### config.mk
export PLATFORM = sky130hd
export DESIGN_NAME = sm3_back
export DESIGN_NICKNAME = d
export VERILOG_FILES = /design/src/rtl/sm3_pkg.sv /design/src/rtl/sm3_compress.sv /design/src/rtl/sm3_back.sv
export SDC_FILE = /design/constraint.sdc
export NUM_CORES = 2
export LEC_CHECK = 0
export BUFFER_PORTS_ARGS = -buffer_cell sky130_fd_sc_hd__buf_2
export CORE_MARGIN = 2
export CORE_UTILIZATION = 50
export DETAILED_ROUTE_END_ITERATION = 12
export HOLD_SLACK_MARGIN = 0.06
export PLACE_DENSITY = 0.66
export SYNTH_ARGS = -nofsm -noshare
export SYNTH_HDL_FRONTEND = slang
export SYNTH_SLANG_ARGS = --single-unit
### constraint.sdc
create_clock -name aclk -period 250.4 [get_ports aclk]
set_input_delay 37.56 -clock aclk [delete_from_list [all_inputs] [get_ports aclk]]
set_output_delay 37.56 -clock aclk [all_outputs]
set_load 0.01 [all_outputs]
### src/rtl/sm3_pkg.sv
// sm3 package: constants, types and round functions shared by the sm3 engine
// no dependencies
package sm3_pkg;
    localparam int BLOCK_BYTES = 64;
    localparam int FIFO_DEPTH = 4;
    localparam logic [31:0] T_LO = 32'h79cc4519;
    localparam logic [31:0] T_HI = 32'h7a879d8a;
    localparam logic [7:0] PAD_BYTE = 8'h80;
    localparam logic [255:0] IV = {32'h7380166f, 32'h4914b2b9, 32'h172442d7, 32'hda8a0600,
                                   32'ha96f30bc, 32'h163138aa, 32'he38dee4d, 32'hb0fb0e4e};

    typedef struct packed {
        logic [7:0] data;
        logic       present;
        logic       last;
    } sm3_item_t;

    typedef struct packed {
        logic         start;
        logic [511:0] block;
        logic [255:0] cv;
    } sm3_job_t;

    function automatic logic [31:0] rotl(input logic [31:0] x, input logic [4:0] n);
        logic [63:0] d;
        d = {x, x} << n;
        return d[63:32];
    endfunction

    function automatic logic [31:0] p0(input logic [31:0] x);
        return x ^ rotl(x, 5'd9) ^ rotl(x, 5'd17);
    endfunction

    function automatic logic [31:0] p1(input logic [31:0] x);
        return x ^ rotl(x, 5'd15) ^ rotl(x, 5'd23);
    endfunction
endpackage

### src/rtl/sm3_compress.sv
// sm3 compression core: 16-word expansion window, one round per cycle
// depends on sm3_pkg
module sm3_compress (
    input  logic              aclk,
    input  logic              aresetn,
    input  sm3_pkg::sm3_job_t job,
    output logic              busy,
    output logic              done,
    output logic [255:0]      cv_out
);
    import sm3_pkg::*;

    logic [511:0] w_reg, w_next;
    logic [31:0]  r_reg [8];
    logic [255:0] cv_reg;
    logic [6:0]   idx_reg;
    logic         busy_reg, done_reg;
    logic [31:0]  wj, wj4, tj, a12, ss1, ss2, ff, gg, tt1, tt2, wn;
    logic [31:0]  w [16];

    always_comb begin
        for (int k = 0; k < 16; k++) w[k] = w_reg[511-32*k -: 32];
        wj  = w[0];
        wj4 = w[4];
        wn  = p1(w[0] ^ w[7] ^ rotl(w[13], 5'd15)) ^ rotl(w[3], 5'd7) ^ w[10];
        w_next = {w_reg[479:0], wn};
        tj  = (idx_reg < 7'd16) ? T_LO : T_HI;
        a12 = rotl(r_reg[0], 5'd12);
        ss1 = rotl(a12 + r_reg[4] + rotl(tj, idx_reg[4:0]), 5'd7);
        ss2 = ss1 ^ a12;
        if (idx_reg < 7'd16) begin
            ff = r_reg[0] ^ r_reg[1] ^ r_reg[2];
            gg = r_reg[4] ^ r_reg[5] ^ r_reg[6];
        end else begin
            ff = (r_reg[0] & r_reg[1]) | (r_reg[0] & r_reg[2]) | (r_reg[1] & r_reg[2]);
            gg = (r_reg[4] & r_reg[5]) | (~r_reg[4] & r_reg[6]);
        end
        tt1 = ff + r_reg[3] + ss2 + (wj ^ wj4);
        tt2 = gg + r_reg[7] + ss1 + wj;
    end

    assign busy = busy_reg;
    assign done = done_reg;
    always_comb begin
        for (int k = 0; k < 8; k++)
            cv_out[255-32*k -: 32] = cv_reg[255-32*k -: 32];
    end

    always_ff @(posedge aclk) begin
        if (job.start && !busy_reg) begin
            w_reg <= job.block;
            cv_reg <= job.cv;
            for (int k = 0; k < 8; k++) r_reg[k] <= job.cv[255-32*k -: 32];
        end else if (busy_reg) begin
            w_reg <= w_next;
            r_reg[3] <= r_reg[2];
            r_reg[2] <= rotl(r_reg[1], 5'd9);
            r_reg[1] <= r_reg[0];
            r_reg[0] <= tt1;
            r_reg[7] <= r_reg[6];
            r_reg[6] <= rotl(r_reg[5], 5'd19);
            r_reg[5] <= r_reg[4];
            r_reg[4] <= p0(tt2);
            if (idx_reg == 7'd63) begin
                cv_reg <= cv_reg ^ {tt1, r_reg[0], rotl(r_reg[1], 5'd9), r_reg[2],
                                    p0(tt2), r_reg[4], rotl(r_reg[5], 5'd19), r_reg[6]};
            end
        end
        if (!aresetn) begin
            busy_reg <= 1'b0;
            done_reg <= 1'b0;
            idx_reg <= '0;
        end else begin
            done_reg <= busy_reg && idx_reg == 7'd63;
            if (job.start && !busy_reg) begin
                busy_reg <= 1'b1;
                idx_reg <= '0;
            end else if (busy_reg) begin
                idx_reg <= idx_reg + 1'b1;
                if (idx_reg == 7'd63) begin
                    busy_reg <= 1'b0;
                end
            end
        end
    end
endmodule

### src/rtl/sm3_back.sv
// sm3 back end: block buffer, padding sequencer and digest output register
// depends on sm3_pkg, sm3_compress
module sm3_back (
    input  logic               aclk,
    input  logic               aresetn,
    input  logic               in_valid,
    output logic               in_ready,
    input  sm3_pkg::sm3_item_t in_item,
    output logic               out_valid,
    input  logic               out_ready,
    output logic [255:0]       out_digest
);
    import sm3_pkg::*;

    localparam logic [2:0] S_FILL = 3'd0, S_WAIT = 3'd1, S_PAD = 3'd2,
                           S_PWAIT = 3'd3, S_OUT = 3'd4;

    logic [2:0]   st_reg;
    logic [511:0] buf_reg;
    logic [5:0]   fill_reg;
    logic [60:0]  cnt_reg;
    logic [255:0] cv_reg, dig_reg;
    logic         ov_reg, pend_last_reg, extra_reg;
    sm3_job_t     job;
    logic         busy, done;
    logic [255:0] cv_new;
    logic [511:0] buf_b, pad_blk;
    logic [5:0]   pos;

    sm3_compress u_core (.aclk(aclk), .aresetn(aresetn), .job(job),
                         .busy(busy), .done(done), .cv_out(cv_new));

    assign in_ready   = st_reg == S_FILL && !ov_reg;
    assign out_valid  = ov_reg;
    assign out_digest = dig_reg;

    always_comb begin
        buf_b = buf_reg;
        pos = fill_reg;
        if (in_item.present) buf_b[511-8*pos -: 8] = in_item.data;
        pad_blk = buf_reg;
        for (int k = 0; k < 64; k++)
            if (k >= int'(fill_reg)) pad_blk[511-8*k -: 8] = 8'h00;
        if (!extra_reg) pad_blk[511-8*fill_reg -: 8] = PAD_BYTE;
        if (extra_reg || fill_reg < 6'd56) pad_blk[63:0] = {cnt_reg, 3'b000};
    end

    always_ff @(posedge aclk) begin
        if (st_reg == S_FILL && in_valid && in_ready) buf_reg <= buf_b;
        if (!aresetn) begin
            st_reg <= S_FILL;
            fill_reg <= '0;
            cnt_reg <= '0;
            cv_reg <= IV;
            ov_reg <= 1'b0;
            pend_last_reg <= 1'b0;
            extra_reg <= 1'b0;
            job.start <= 1'b0;
        end else begin
            job.start <= (st_reg == S_FILL && in_valid && in_ready && in_item.present
                          && fill_reg == 6'd63) || (st_reg == S_PAD && !busy && !job.start);
            if (ov_reg && out_ready) ov_reg <= 1'b0;
            unique case (st_reg)
                S_FILL: if (in_valid && in_ready) begin
                    if (in_item.present) begin
                        fill_reg <= fill_reg + 1'b1;
                        cnt_reg <= cnt_reg + 1'b1;
                    end
                    pend_last_reg <= in_item.last;
                    if (in_item.present && fill_reg == 6'd63) begin
                        job.block <= buf_b;
                        job.cv <= cv_reg;
                        st_reg <= S_WAIT;
                    end else if (in_item.last) begin
                        st_reg <= S_PAD;
                        extra_reg <= 1'b0;
                    end
                end
                S_WAIT: if (done) begin
                    cv_reg <= cv_new;
                    fill_reg <= '0;
                    if (pend_last_reg) begin
                        st_reg <= S_PAD;
                        extra_reg <= 1'b0;
                    end else st_reg <= S_FILL;
                end
                S_PAD: if (!busy && !job.start) begin
                    job.block <= pad_blk;
                    job.cv <= cv_reg;
                    st_reg <= S_PWAIT;
                end
                S_PWAIT: if (done) begin
                    if (!extra_reg && fill_reg >= 6'd56) begin
                        cv_reg <= cv_new;
                        extra_reg <= 1'b1;
                        fill_reg <= '0;
                        st_reg <= S_PAD;
                    end else begin
                        dig_reg <= cv_new;
                        st_reg <= S_OUT;
                    end
                end
                S_OUT: if (!ov_reg) begin
                    ov_reg <= 1'b1;
                    cv_reg <= IV;
                    fill_reg <= '0;
                    cnt_reg <= '0;
                    extra_reg <= 1'b0;
                    st_reg <= S_FILL;
                end
                default: st_reg <= S_FILL;
            endcase
        end
    end
endmodule

==> impl_metrics.env <==
export IMPL_synth_simple_area_share_pct=11.08
export IMPL_holdPathEnd="job[28]"
export IMPL_die_area_sq_um=270000
export IMPL_status="completed"
export IMPL_hold_start="cv_reg[28]"
export IMPL_drive_above_1_share_pct=13.13
export IMPL_ys_types=87
export IMPL_synthMuxAreaShare_pct=5.608
export IMPL_slew_headroom_pct=13.05
export IMPL_yosysWarnings=0
export IMPL_totalWireLength_um=415400
export IMPL_startpoint_type="input port"
export IMPL_path_delay_family="buffers and inverters"
export IMPL_yosys_area_share_adder_pct=3.820
export IMPL_wl_met3_um=39950
export IMPL_reg2reg_depth=32
export IMPL_synth_area_leader_cell="edfxtp_1"
export IMPL_io_buffers=271
export IMPL_crit_chain="buf_2, o21ai_1, buf_4, nor2_4, buf_4, buf_4, buf_4, buf_4, nand3_1, a21oi_1"
export IMPL_r2r_start="u_core.idx_reg[6]"
export IMPL_setup_tns_final_ps=0
export IMPL_clockBufferDepth=4
export IMPL_skew_ps=46.98
export IMPL_cts_buffers_inserted=306
export IMPL_place_hpwl_um=284400
export IMPL_wl_met1_um=161400
export IMPL_critPathKind="input port to flip-flop"
export IMPL_hold_path_class="flip-flop to flip-flop"
export IMPL_cts_resized=0
export IMPL_worst_path_max_fanout=79
export IMPL_grt_remaining_overflow=0
export IMPL_end_kind="flip-flop"
export IMPL_largest_reg_flops=769
export IMPL_wl_per_cell_um=27.89
export IMPL_r2r_slack_ps=238860
export IMPL_clk_latency_ps=930
export IMPL_fin_crit_sh_pct=16.76
export IMPL_ys_flop_type="edfxtp_1"
export IMPL_floorplan_initialDensity_pct=50.18
export IMPL_r2r_end="u_core.cv_out[108]"
export IMPL_final_core_util_pct=55.72
export IMPL_synth_top_area_share_pct=57.84
export IMPL_layout_common_cells="edfxtp_1 (2560), nand2_1 (2365), o21ai_0 (685), nor2_1 (629), mux2_2 (597)"
export IMPL_syn_area_sq_um=132900
export IMPL_tritoncts="done"
export IMPL_grt_pass1_wl_um=597500
export IMPL_fp_dieW_um=519.6
export IMPL_vias=89800
export IMPL_rows=189
export IMPL_hold_buffers=0
export IMPL_hold_depth=0
export IMPL_crit_path_frequent_cell="buf_4"
export IMPL_path_depth=10
export IMPL_drt_iter0_markers=11160
export IMPL_core_area_sq_um=264900
export IMPL_path_clk_slew_ps=70
export IMPL_fmax_mhz=23.83
export IMPL_grt_pass1_vias=85990
export IMPL_syn_area_per_cell_sq_um=12.12
export IMPL_synthXorXnorAreaFrac_pct=5.049
export IMPL_cp_required_ps=251210
export IMPL_die_y_um=519.6
export IMPL_final_common_cell="edfxtp_1"
export IMPL_cts_setup_buffers=0
export IMPL_async_reset_ff_share_pct=0
export IMPL_ant_nets=0
export IMPL_setup_violations=0
export IMPL_crit_path_max_incr_delay_ps=910
export IMPL_synth_edf_count=2560
export IMPL_antenna_found_initial=9
export IMPL_drv_cap=0
export IMPL_gp_congestion=0.9499
export IMPL_hold_viol_final=0
export IMPL_synth_compound_area_share_pct=8.990
export IMPL_cts_root_buf="clkbuf_16"
export IMPL_avgViaCountPerCell=6.030
export IMPL_drv_slew=0
export IMPL_rsz0062_at_grt="no"
export IMPL_drc_errors=0
export IMPL_synthCells=10960
export IMPL_synth_area_leaders="edfxtp_1 (58%), nand2_1 (6.7%), dfxtp_1 (5.1%)"
export IMPL_synth_top_family_by_area="simple AND/OR/NAND/NOR gates"
export IMPL_io_pins=272
export IMPL_finalCriticalPeriod_ps=41970
export IMPL_ys_seq_area_share_pct=62.94
export IMPL_synth_seq_cells=2899
export IMPL_syn_num_nets=11270
export IMPL_crit_slowest_cell="buf_4"
export IMPL_final_nets=11410
export IMPL_area_growth_pct=11.03
export IMPL_worstMarginPinSlew_ps=1302
export IMPL_wl_met2_um=190600
export IMPL_drtPass1Iterations=6
export IMPL_highest_layer="met5"
export IMPL_path_buf_inv=6
export IMPL_grt_max_degree=198
export IMPL_htreeDepth=5
export IMPL_cp_arrival_ps=42780
export IMPL_track_usage_pct=30.01
export IMPL_cts_sinks=2899
==> cell type report <==
class	instances	area, sq um
fillers	21810	117300
flip-flops and latches	2899	83670
multi-input cells	7177	46000
clock buffers	404	8305
well taps	3533	4420
repair buffers	406	2472
clock inverters	151	1490
inverters	315	1205
diodes	7	17.52
==> through the flow <==
step | hold WS (ps) | worst slack (ps) | std cells | area [sq um]
after global routing | 428.0 | 208340 | 14890 | 147600
after CTS | 409.8 | 208580 | 14890 | 147600
after global placement | 411.6 | 207770 | 14330 | 137800
after floorplan | 408.1 | 128440 | 10960 | 132900
after detailed placement | 413.0 | 207650 | 14330 | 137800
final | 422.5 | 208430 | 14890 | 147600
==> how the worst max path moves through the flow <==
| stage | from | end | slack (ps) |
|---|---|---|---|
| detailed placement | in_item[1] | cv_reg[238] | 207650 |
| global placement | in_item[1] | cv_reg[243] | 207770 |
| floorplan | in_valid | job[0] | 128440 |
| global route | in_item[1] | cv_reg[206] | 208340 |
| finish | in_item[1] | cv_reg[206] | 208430 |
| CTS | in_item[1] | cv_reg[206] | 208580 |
==> cells in the mapped netlist, types with 105 or more instances <==
| master | count |
|---|---|
| edfxtp_1 | 2560 |
| dfxtp_1 | 339 |
| nand2_1 | 2369 |
| a21oi_1 | 350 |
| xor2_1 | 134 |
| nor3_1 | 172 |
| ha_1 | 105 |
| nand3_1 | 256 |
| mux2_2 | 597 |
| o21ai_0 | 685 |
| fa_1 | 188 |
| a22o_1 | 376 |
| xnor2_1 | 588 |
| inv_1 | 311 |
| nor2_1 | 631 |
| clkbuf_1 | 511 |
==> logic make-up (layout without fill, tap and decap cells) <==
logic type / after synthesis / after routing
compound gates: 1844 / 1844
xor+xnor: 739 / 739
fa+ha+maj: 293 / 293
buf+inv: 887 / 1276
flops: 2899 / 2899
mux: 670 / 670
other cells: 0 / 7
simple gates: 3631 / 3631
==> worst register-to-register path: cells and delay by family (launching register included) <==
| family | cells | cell delay, ps |
|---|---|---|
| buffers and inverters | 4 | 880 |
| adders and majority gates | 6 | 2620 |
| muxes | 1 | 440 |
| xor gates and xnor gates | 4 | 1830 |
| and+or+nand+nor | 5 | 1140 |
| AOI/OAI and AO/OA | 12 | 3950 |
| DFF | 1 | 340 |
==> layer usage <==
metal / global-route usage (%) / up-vias
met4: 14.95 / 6
met3: 5.318 / 857
met1: 40.65 / 44740
li1: - / 39490
met5: 0 / -
met2: 46.83 / 4705
Power is not shown: default switching activity piles up to over one toggle a cycle in this logic, so the estimate is an artifact.
