**src/rtl/sm3_pkg.sv**
```systemverilog
// sm3 package: constants, types and round functions shared by the sm3 engine
// no dependencies
package sm3_pkg;
    localparam int BLOCK_BYTES = 64;
    localparam int FIFO_DEPTH = 4;
    localparam logic [31:0] T_LO = 32'h79cc4519;
    localparam logic [31:0] T_HI = 32'h7a879d8a;
    localparam logic [7:0] PAD_BYTE = 8'h80;
    localparam logic [255:0] IV = {32'h7380166f, 32'h4914b2b9, 32'h172442d7, 32'hda8a0600,
                                   32'ha96f30bc, 32'h163138aa, 32'he38dee4d, 32'hb0fb0e4e};

    typedef struct packed {
        logic [7:0] data;
        logic       present;
        logic       last;
    } sm3_item_t;

    typedef struct packed {
        logic         start;
        logic [511:0] block;
        logic [255:0] cv;
    } sm3_job_t;

    function automatic logic [31:0] rotl(input logic [31:0] x, input logic [4:0] n);
        logic [63:0] d;
        d = {x, x} << n;
        return d[63:32];
    endfunction

    function automatic logic [31:0] p0(input logic [31:0] x);
        return x ^ rotl(x, 5'd9) ^ rotl(x, 5'd17);
    endfunction

    function automatic logic [31:0] p1(input logic [31:0] x);
        return x ^ rotl(x, 5'd15) ^ rotl(x, 5'd23);
    endfunction
endpackage

```
**src/rtl/sm3_front.sv**
```systemverilog
// sm3 front end: item fifo between the stream slave and the block builder
// depends on sm3_pkg
module sm3_front (
    input  logic                aclk,
    input  logic                aresetn,
    input  logic                in_valid,
    output logic                in_ready,
    input  sm3_pkg::sm3_item_t  in_item,
    output logic                out_valid,
    input  logic                out_ready,
    output sm3_pkg::sm3_item_t  out_item
);
    import sm3_pkg::*;
    localparam int AW = $clog2(FIFO_DEPTH);

    sm3_item_t mem [FIFO_DEPTH];
    logic [AW-1:0] wr_reg, rd_reg;
    logic [AW:0]   cnt_reg;
    logic push, pop;

    assign in_ready  = cnt_reg != (AW+1)'(FIFO_DEPTH);
    assign out_valid = cnt_reg != '0;
    assign out_item  = mem[rd_reg];
    assign push = in_valid && in_ready && (in_item.present || in_item.last);
    assign pop  = out_valid && out_ready;

    always_ff @(posedge aclk) begin
        if (push) mem[wr_reg] <= in_item;
        if (!aresetn) begin
            wr_reg <= '0;
            rd_reg <= '0;
            cnt_reg <= '0;
        end else begin
            if (push) wr_reg <= wr_reg + 1'b1;
            if (pop) rd_reg <= rd_reg + 1'b1;
            cnt_reg <= cnt_reg + (AW+1)'(push) - (AW+1)'(pop);
        end
    end
endmodule

```
**config.mk**
```make
export PLATFORM = sky130hd
export DESIGN_NAME = sm3_front
export DESIGN_NICKNAME = d
export VERILOG_FILES = /design/src/rtl/sm3_pkg.sv /design/src/rtl/sm3_front.sv
export SDC_FILE = /design/constraint.sdc
export NUM_CORES = 1
export LEC_CHECK = 0
export BUFFER_PORTS_ARGS = -buffer_cell sky130_fd_sc_hd__clkbuf_2
export CAP_MARGIN = 10
export CORE_MARGIN = 2
export CORE_UTILIZATION = 50
export DETAILED_ROUTE_END_ITERATION = 12
export GPL_ROUTABILITY_DRIVEN = 0
export GPL_TIMING_DRIVEN = 0
export HOLD_SLACK_MARGIN = 0.08
export MAX_ROUTING_LAYER = met4
export PLACE_DENSITY = 0.83
export SYNTH_ARGS = -nofsm -noshare
export SYNTH_HDL_FRONTEND = slang
export SYNTH_SLANG_ARGS = --single-unit
```
**constraint.sdc**
```tcl
create_clock -name aclk -period 2.1 [get_ports aclk]
set_input_delay 0.42 -clock aclk [delete_from_list [all_inputs] [get_ports aclk]]
set_output_delay 0.42 -clock aclk [all_outputs]
set_load 0.02 [all_outputs]
```
==> impl_results.md, run 1 <==
- Largest register FFs: 40
- Clock Skews: ~0.0088 ns
- Period minus WS final: roughly 2.0 ns
- Vias in the first global route: approximately 1,100
- Setup-failing EPs final: 0
- Crit path launch type: flop
- Final hold vios: 0
- Row cnt: 22
- Worst endpoint required time: ~2.3 ns
- Mapped Area: about 1900 µm²
- Setup TNS Final: 0 ns
- Final Cycle Share: 0.970
- Commonest non-fill, non-tap cell in the layout: edfxtp_1
- Count of cell types in the netlist: 21
- Vias after detailed routing: approximately 980
- Slew HR: 0.639
- Layout Nets: approximately 160
- Post-synthesis register bit count: roughly 50
- WHS: about 0.33 ns
- Maximum number of pins on one net before global-route repair: 17
- Iter 0 DRT Violations: 61
- DRC: 0
- Die ar.: 4400 µm²
- Commonest non-fill, non-tap cells in the layout: edfxtp_1 (40), clkbuf_2 (25), and2_1 (7), mux4_2 (6), dfxtp_1 (6)
- PortBufs: 24
- Die width: about 66 µm
- Skew-Pair Late Insertion Delay: just over 0.3 ns
- Post-DP Area: approximately 2200 µm²
- First-pass GRT wire length: 5310 µm
- Wirelength per Cell: 17.7 µm
- CTS Sinks: 49
- CTS tree: yes
- Clk buf depth: 2
- Critical path class: reg2reg
- Avg Inst Size Synth: 19.2 µm²
- Overall Power: between 2000 and 3000 µW
- Share of cells above drive strength 1: 0.435
- I/O pin count: 26
- Syn Inst Count: 101
- Warnings, synthesis: 0
- Initial antenna violation count: 0
- Final instance area: between 2000 and 2500 µm²
- PwrDens: ~1200 nW/µm²
- Pins Over Slew Limit: 0
- Max_cap viols: 0
- CP arrival: roughly 2.2 ns
- Seq/Total Area, Yosys: 0.711
- Worst Max-Slew Pin Slew: between 0.5 and 0.6 ns
- Grt peak-use layer: met2
- Worst vdd ir: 698 µV
- H-tree depth: 2
- Vias per cell: 5.27
- Grt met2 use: 0.311
- CTS buffer count: 5
- Layout area overhead: 19.8%
- DRT antenna net count: 0
- Overall Global Routing Usage: 0.183
- Syn_nets: around 120
- Ant diodes: 0
- Die height: around 66 µm
- Grt met3 use: 0.0596
- DR pass1 iterations: 4
- Crit end category: flop
- GRT overflow: 0
- Root Driver: clkbuf_8
- Fmax: slightly below 0.5 GHz
- Final WL: between 3000 and 4000 µm
- Met1 Use GR: 0.201
- Largest fanout on the critical path: 4
- Status: complete, no violations
- Final Util: 0.631
- HPWL after DPL: between 2000 and 2500 µm
- Clk slew on worst S/H paths: around 0.090 ns
- Pleak: a little over 0.0008 µW
- Initial core utilization: 0.527
- CORE AREA: around 3700 µm²
- HP Class: in2reg
==> cell families (layout without fill, tap and decap cells) <==
| group | count (synthesis) | after routing | synth area share |
|---|---|---|---|
| flip-flops | 49 | 49 | 0.711 |
| multiplexers | 12 | 12 | 0.134 |
| buffers and inverters | 8 | 45 | 0.0200 |
| AO/OA/AOI/OAI | 4 | 4 | 0.0206 |
| adder cells (fa/ha/maj) | 7 | 7 | 0.0489 |
| AND/OR/NAND/NOR | 17 | 17 | 0.0477 |
| XOR/XNOR | 4 | 4 | 0.0180 |
==> path summary, 6_finish.rpt <==
| kind | start | end | slack, ns | depth (start not counted) |
|---|---|---|---|---|
| max | cnt_reg[1]$_SDFF_PN0_ | cnt_reg[2]$_SDFF_PN0_ | 0.06 | 9 |
| min reg2reg | wr_reg[0]$_SDFFE_PN0P_ | wr_reg[0]$_SDFFE_PN0P_ | 0.53 | 2 |
| min | in_item[3] | mem[2][3]$_DFFE_PP_ | 0.33 | 1 |
| max reg2reg | cnt_reg[1]$_SDFF_PN0_ | cnt_reg[2]$_SDFF_PN0_ | 0.06 | 9 |
==> worst max-delay path, stage by stage (launching register included) <==
cell and delay (ns):
dfxtp_4 0.37, o31a_4 0.37, ha_4 0.22, inv_2 0.06, ha_4 0.12, inv_2 0.04
fa_2 0.35, xnor2_2 0.15, xnor2_1 0.11, and2_1 0.15
==> metal layers <==
metal	up-vias	share of wire
met4	0	0.017
met1	488	0.38
met3	8	0.053
li1	458	-
met2	27	0.55
met5	-	0
==> per-stage QoR <==
step | cells | worst slack, ns
after floorplan | 101 | 0.00143
after global placement | 173 | -0.193
after detailed placement | 173 | -0.263
after CTS | 185 | 0.0107
after global routing | 186 | -0.00423
final | 186 | 0.0624
==> what timing repair did <==
item                                    CTS  global route
endpoints found under the setup margin    1             1
buffers inserted                          4             1
hold buffers                              0             0
gates cloned                              0             0
resized for setup                         5             2
pin swaps                                 5             4
==> power breakdown <==
group | total [µW] | internal [µW] | switching [µW]
sequential | 1260 | 1180 | 85.0
combinational | 907 | 443 | 464
clock | 549 | 236 | 313
==> cell usage after synthesis <==
cell type,n,area (µm²)
clkbuf_1,1,3.75
clkbuf_2,1,5.00
ha_1,6,75.1
mux4_2,6,135
nor2_1,1,3.75
or3_2,1,7.51
o21ai_0,1,5.00
buf_6,1,11.3
xnor2_1,4,35.0
o31a_2,1,10.0
inv_1,5,18.8
fa_1,1,20.0
and2_1,7,43.8
a21oi_2,1,8.76
dfxtp_1,9,180
o311ai_2,1,16.3
nor2b_1,3,18.8
mux4_1,4,105
mux2i_1,2,20.0
nand2_1,5,18.8
edfxtp_1,40,1200
==> final cells by class <==
type,count,area (µm²)
Buffer,3,20.0
Multi-Input combinational cell,44,592
Timing Repair Buffer,29,158
Clock inverter,3,21.3
Inverter,5,18.8
Sequential cell,49,1390
Tap cell,48,60.1
Clock buffer,5,68.8
Fill cell,260,1360
Note: power is estimated with default switching activity, not from simulation.
==> inputs of run 2 (changes only) <==
--- a/config.mk
+++ b/config.mk
@@ -7,14 +7,16 @@
 export LEC_CHECK = 0
 export BUFFER_PORTS_ARGS = -buffer_cell sky130_fd_sc_hd__clkbuf_2
 export CAP_MARGIN = 10
+export CELL_PAD_IN_SITES_DETAIL_PLACEMENT = 1
+export CELL_PAD_IN_SITES_GLOBAL_PLACEMENT = 2
 export CORE_MARGIN = 2
-export CORE_UTILIZATION = 50
+export CORE_UTILIZATION = 38
 export DETAILED_ROUTE_END_ITERATION = 12
 export GPL_ROUTABILITY_DRIVEN = 0
 export GPL_TIMING_DRIVEN = 0
 export HOLD_SLACK_MARGIN = 0.08
 export MAX_ROUTING_LAYER = met4
-export PLACE_DENSITY = 0.83
+export PLACE_DENSITY_LB_ADDON = 0.1
 export SYNTH_ARGS = -nofsm -noshare
 export SYNTH_HDL_FRONTEND = slang
 export SYNTH_SLANG_ARGS = --single-unit
==> run 2 against run 1 <==
Power is 3.3% lower. Maximum frequency is 1.2% higher. Largest cell class unchanged. Clock power is 6.9% lower. Combinational power is 4.7% lower. Clock skew is 0.0049 ns lower. Global-route usage is 5.1 points lower. Critical path type unchanged.
==> impl_results.md, run 2 (same netlist as run 1, synthesis figures left out) <==
- DRC: 0
- CTS buffer count: 5
- Overall Power: 2630 µW
- Final Util: 0.467
- DR pass1 iterations: 4
- Commonest non-fill, non-tap cells in the layout: edfxtp_1 (40), clkbuf_2 (25), and2_1 (7), mux4_2 (6), dfxtp_1 (6)
- Layout Nets: ~160
- Fmax: around 0.50 GHz
- Status: complete, no violations
- Post-DP Area: between 2000 and 2500 µm²
- Pre-CTS WS: -0.308 ns
- Crit end category: flop
- Commonest non-fill, non-tap cell in the layout: edfxtp_1
- Setup-failing EPs final: 0
- CTS tree: yes
- CP arrival: roughly 2.2 ns
- Initial core utilization: 0.388
- Worst r2r src: cnt_reg[1]$_SDFF_PN0_
- Layout area overhead: 20.3%
- Maximum number of pins on one net before global-route repair: 15
- Die width: 75.5 µm
- First-pass GRT wire length: just over 5000 µm
- Clock Skews: between 0.003 and 0.004 ns
- FF+latch area: 1390 µm²
- Pins Over Slew Limit: 0
- Reg2Reg Depth: 9
- Clk buf depth: 2
- Multi-input gate area: slightly below 600 µm²
- Worst endpoint required time: 2.29 ns
- Worst Max-Slew Pin Slew: 0.605 ns
- HPWL after DPL: 2160 µm
- Crit path launch: cnt_reg[1]$_SDFF_PN0_
- Period minus WS final: roughly 2.0 ns
- GRT overflow: 0
- Share of cells above drive strength 1: 0.416
- RSZ-0062 raised after global routing: no
- Die height: roughly 76 µm
- # hold bufs at CTS: 0
- Worst r2r dst: cnt_reg[2]$_SDFF_PN0_
- Iter 0 DRT Violations: 22
- Min setup slack post-route: around 0.087 ns
- Wirelength per Cell: roughly 15 µm
- HP Class: in2reg
- PwrDens: ~1100 nW/µm²
- Worst vdd ir: roughly 540 µV
- Final WL: roughly 3200 µm
- Die ar.: about 5700 µm²
- WHS: between 0.3 and 0.4 ns
- Slew HR: 0.597
- Final instance area: approximately 2300 µm²
- I/O pin count: 26
- Root Driver: clkbuf_8
- Critical Path Sink: cnt_reg[2]$_SDFF_PN0_
- Vias in the first global route: ~1,000
- Vias per cell: around 4.6
- Final Cycle Share: 0.959
- Ant diodes: 0
- Row cnt: 26
- Skew-Pair Late Insertion Delay: about 0.29 ns
- Largest register FFs: 40
- Final hold vios: 0
- Pleak: ~0.00082 µW
- DRT antenna net count: 0
- Clk slew on worst S/H paths: about 0.080 ns
- H-tree depth: 2
- Critical path class: reg2reg
- Crit path launch type: flop
- Internal reg-to-reg setup slack: between 0.08 and 0.09 ns
- PortBufs: 24
- FILL cells: just over 500
- CTS Sinks: about 50
- CORE AREA: ~5000 µm²
- Vias after detailed routing: about 950
- Largest fanout on the critical path: 4
- Max_cap viols: 0
- Initial antenna violation count: 0
- Overall Global Routing Usage: 0.132
[run 2: cell type report]
type	instances	area share
inverter	5	0.00910
clock buffer	5	0.0294
sequential	49	0.595
buffer	3	0.00857
timing repair buffer	28	0.0642
clock inverter	3	0.00535
multi-input combinational	44	0.251
tap	70	0.0375
[run 2: how the worst min path moves through the flow]
stage,startpoint,slack [ns],cells past startpoint,end
2_1_floorplan,wr_reg[1]$_SDFFE_PN0P_,0.47,2,wr_reg[1]$_SDFFE_PN0P_
3_3_place_gp,wr_reg[1]$_SDFFE_PN0P_,0.49,2,wr_reg[1]$_SDFFE_PN0P_
3_5_place_dp,wr_reg[0]$_SDFFE_PN0P_,0.51,2,wr_reg[0]$_SDFFE_PN0P_
4_1_cts,in_item[7],0.33,1,mem[0][7]$_DFFE_PP_
5_1_grt,in_item[7],0.34,1,mem[2][7]$_DFFE_PP_
6_report,in_item[6],0.35,1,mem[0][6]$_DFFE_PP_
[run 2: critical path, cell delays in order, from the launching register on]
cell     delay, ns
dfxtp_4       0.37
o31a_4        0.36
ha_4          0.22
inv_4         0.05
ha_4          0.12
inv_2         0.03
fa_2          0.34
xnor2_2       0.14
xnor2_1       0.12
and2_1        0.15
[run 2: power breakdown]
| part | switching (µW) | internal [µW] | total (µW) | leakage, µW |
|---|---|---|---|---|
| sequential | 76.1 | 1180 | 1250 | 0.000440 |
| clock | 287 | 225 | 511 | 0.0000430 |
| combinational | 442 | 423 | 864 | 0.000336 |
| total | 805 | 1820 | 2630 | 0.000820 |
[run 2: per-stage QoR]
step,std cells,setup TNS [ns]
6_report,207,0
4_1_cts,207,0
5_1_grt,207,0
2_1_floorplan,101,0
3_3_place_gp,195,-0.284
3_5_place_dp,195,-0.373
[run 2: routing by layer]
| layer | GRT usage | vias to the layer above | part of all wire |
|---|---|---|---|
| met2 | 0.214 | 18 | 0.50 |
| met5 | - | - | 0 |
| met1 | 0.159 | 467 | 0.45 |
| met3 | 0.0278 | 7 | 0.033 |
| li1 | - | 457 | - |
| met4 | 0.0585 | 0 | 0.018 |
[run 2: timing repair]
item                       CTS  global route
setup endpoints to repair    1             1
gates resized for setup      6             1
pin swaps                    6             4
setup buffers                4             0
==> inputs of run 3 (changes only) <==
--- a/config.mk
+++ b/config.mk
@@ -5,13 +5,13 @@
 export SDC_FILE = /design/constraint.sdc
 export NUM_CORES = 1
 export LEC_CHECK = 0
-export BUFFER_PORTS_ARGS = -buffer_cell sky130_fd_sc_hd__clkbuf_2
 export CAP_MARGIN = 10
 export CELL_PAD_IN_SITES_DETAIL_PLACEMENT = 1
 export CELL_PAD_IN_SITES_GLOBAL_PLACEMENT = 2
 export CORE_MARGIN = 2
-export CORE_UTILIZATION = 38
+export CORE_UTILIZATION = 41
 export DETAILED_ROUTE_END_ITERATION = 12
+export DONT_BUFFER_PORTS = 1
 export GPL_ROUTABILITY_DRIVEN = 0
 export GPL_TIMING_DRIVEN = 0
 export HOLD_SLACK_MARGIN = 0.08
==> run 3 against run 2 <==
Final area down 4.9%. Largest cell class unchanged. Clock skew up 0.0045 ns. Critical path type unchanged. Count of clock-buffer cells in the layout up 1.
==> impl_results.md, run 3 (same netlist as run 1, synthesis figures left out) <==
- Status: complete, no violations
- Crit path launch type: flop
- Fmax: 0.494 GHz
- CTS buffer count: 5
- Maximum number of pins on one net before global-route repair: 15
- HP Class: in2reg
- FF+latch area: 1390 µm²
- Slowest-stage cell, CP: dfxtp_4
- Wirelength per Cell: about 19 µm
- Post-DP Area: roughly 2100 µm²
- Largest fanout on the critical path: 4
- I/O pin count: 26
- Clk slew on worst S/H paths: 0.09 ns
- Vias in the first global route: between 900 and 1,000
- Worst Max-Slew Pin Slew: approximately 0.55 ns
- Max_cap viols: 0
- Final instance area: about 2200 µm²
- Worst vdd ir: 529 µV
- Die ar.: 5310 µm²
- RSZ-0062 raised after global routing: no
- DRT antenna net count: 0
- Final hold vios: 0
- Setup TNS Final: 0 ns
- Final Cycle Share: 0.964
- FILL cells: between 400 and 500
- Multi-input gate area: roughly 600 µm²
- Critical Path Sink: cnt_reg[2]$_SDFF_PN0_
- Period minus WS final: 2.02 ns
- Skew-Pair Late Insertion Delay: 0.30 ns
- CP arrival: around 2.2 ns
- Clk buf depth: 2
- Overall Global Routing Usage: 0.137
- Commonest non-fill, non-tap cell in the layout: edfxtp_1
- Layout area overhead: 14.4%
- Row cnt: 25
- Die width: about 73 µm
- Iter 0 DRT Violations: 43
- Pleak: 0.000730 µW
- DR pass1 iterations: 3
- Die height: ~73 µm
- First-pass GRT wire length: between 5000 and 6000 µm
- Slew HR: 0.635
- Layout Nets: roughly 130
- Worst r2r dst: cnt_reg[2]$_SDFF_PN0_
- Largest register FFs: 40
- Crit path launch: cnt_reg[1]$_SDFF_PN0_
- Pins Over Slew Limit: 0
- Critical path class: reg2reg
- CP max stage delay: approximately 0.37 ns
- Clock Skews: between 0.008 and 0.009 ns
- PortBufs: 0
- CTS tree: yes
- HPWL after DPL: between 2000 and 2500 µm
- Ant diodes: 0
- Vias after detailed routing: 877
- Root Driver: clkbuf_8
- Worst endpoint required time: about 2.3 ns
- Final WL: 3100 µm
- Share of cells above drive strength 1: 0.292
- Vias per cell: 5.25
- Internal reg-to-reg setup slack: ~0.075 ns
- Min setup slack post-route: 0.0751 ns
- Commonest non-fill, non-tap cells in the layout: edfxtp_1 (40), and2_1 (7), mux4_2 (6), dfxtp_1 (6)
- Overall Power: 2670 µW
- Final non-filler cell total: ~170
- PwrDens: approximately 1200 nW/µm²
- H-tree depth: 2
- CP Cell Sequence: o31a_4 -> ha_4 -> inv_4 -> ha_4 -> inv_2 -> fa_2 -> xnor2_2 -> xnor2_1 -> and2_1
- CORE AREA: 4660 µm²
- Hold Path Depth: 0
- Pre-CTS WS: -0.144 ns
- Initial antenna violation count: 0
- DRC: 0
- CTS Sinks: 49
- Worst r2r src: cnt_reg[1]$_SDFF_PN0_
- Most Frequent Cell on Critical Path: ha_4
- Placed Cells: between 150 and 200
- Setup-failing EPs final: 0
- GRT overflow: 0
- Initial core utilization: 0.417
- Crit end category: flop
- Reg2Reg Depth: 9
==> run 3: changes by cell type in the layout (fill, tap and decap cells not counted), sizes merged <==
cell / before / now
clkbuf: 31 / 8
clkinv: 3 / 1
bufinv: 0 / 1
==> run 3: worst min path at each step <==
stage	from	end	slack (ns)
after floorplan	wr_reg[1]$_SDFFE_PN0P_	wr_reg[1]$_SDFFE_PN0P_	0.47
after global placement	wr_reg[0]$_SDFFE_PN0P_	wr_reg[0]$_SDFFE_PN0P_	0.49
after detailed placement	wr_reg[1]$_SDFFE_PN0P_	wr_reg[1]$_SDFFE_PN0P_	0.50
after CTS	in_item[8]	mem[1][8]$_DFFE_PP_	0.21
after global routing	in_item[4]	mem[0][4]$_DFFE_PP_	0.20
final	in_item[9]	mem[0][9]$_DFFE_PP_	0.21
==> run 3: metrics by stage <==
step,hold slack (ns),util
floorplan,0.468,-
CTS,0.206,0.476
global route,0.196,0.477
detailed placement,0.496,0.441
finish,0.210,0.477
global placement,0.488,0.441
==> run 3: worst max-delay path, delay by kind of cell, from the launching register on <==
| family | cells | cell delay, ns |
|---|---|---|
| AO/OA/AOI/OAI | 1 | 0.36 |
| adder cells (fa/ha/maj) | 3 | 0.70 |
| buffers and inverters | 2 | 0.08 |
| AND/OR/NAND/NOR | 1 | 0.15 |
| XOR/XNOR | 2 | 0.27 |
| flip-flops | 1 | 0.37 |
==> run 3: final cells by class <==
class	count	area share
flip-flops and latches	49	0.626
clock inverters	2	0.0152
well taps	54	0.0304
inverters	5	0.00957
multi-input cells	44	0.264
repair buffers	4	0.0135
clock buffers	6	0.0327
plain buffers	3	0.00901
==> run 3: timing repair <==
item                       4_1_cts  5_1_grt
hold buffers                     0        0
setup endpoints to repair        1        1
pin swaps                        5        3
gates resized for setup          6        1
hold endpoints to repair         0        0
setup buffers                    4        0
gates cloned                     0        0
==> run 3: per-layer routing <==
layer,track usage,wire (µm),vias to the layer above
li1,-,-,407
met1,0.165,1390,444
met2,0.215,1510,21
met3,0.0511,161,5
met4,0.0432,44,0
met5,-,0,-
==> run 3: power by group <==
part           internal (µW)  switching, µW  total (µW)
Sequential              1180           73.6        1250
Combinational            359            412         771
Clock                    352            293         645
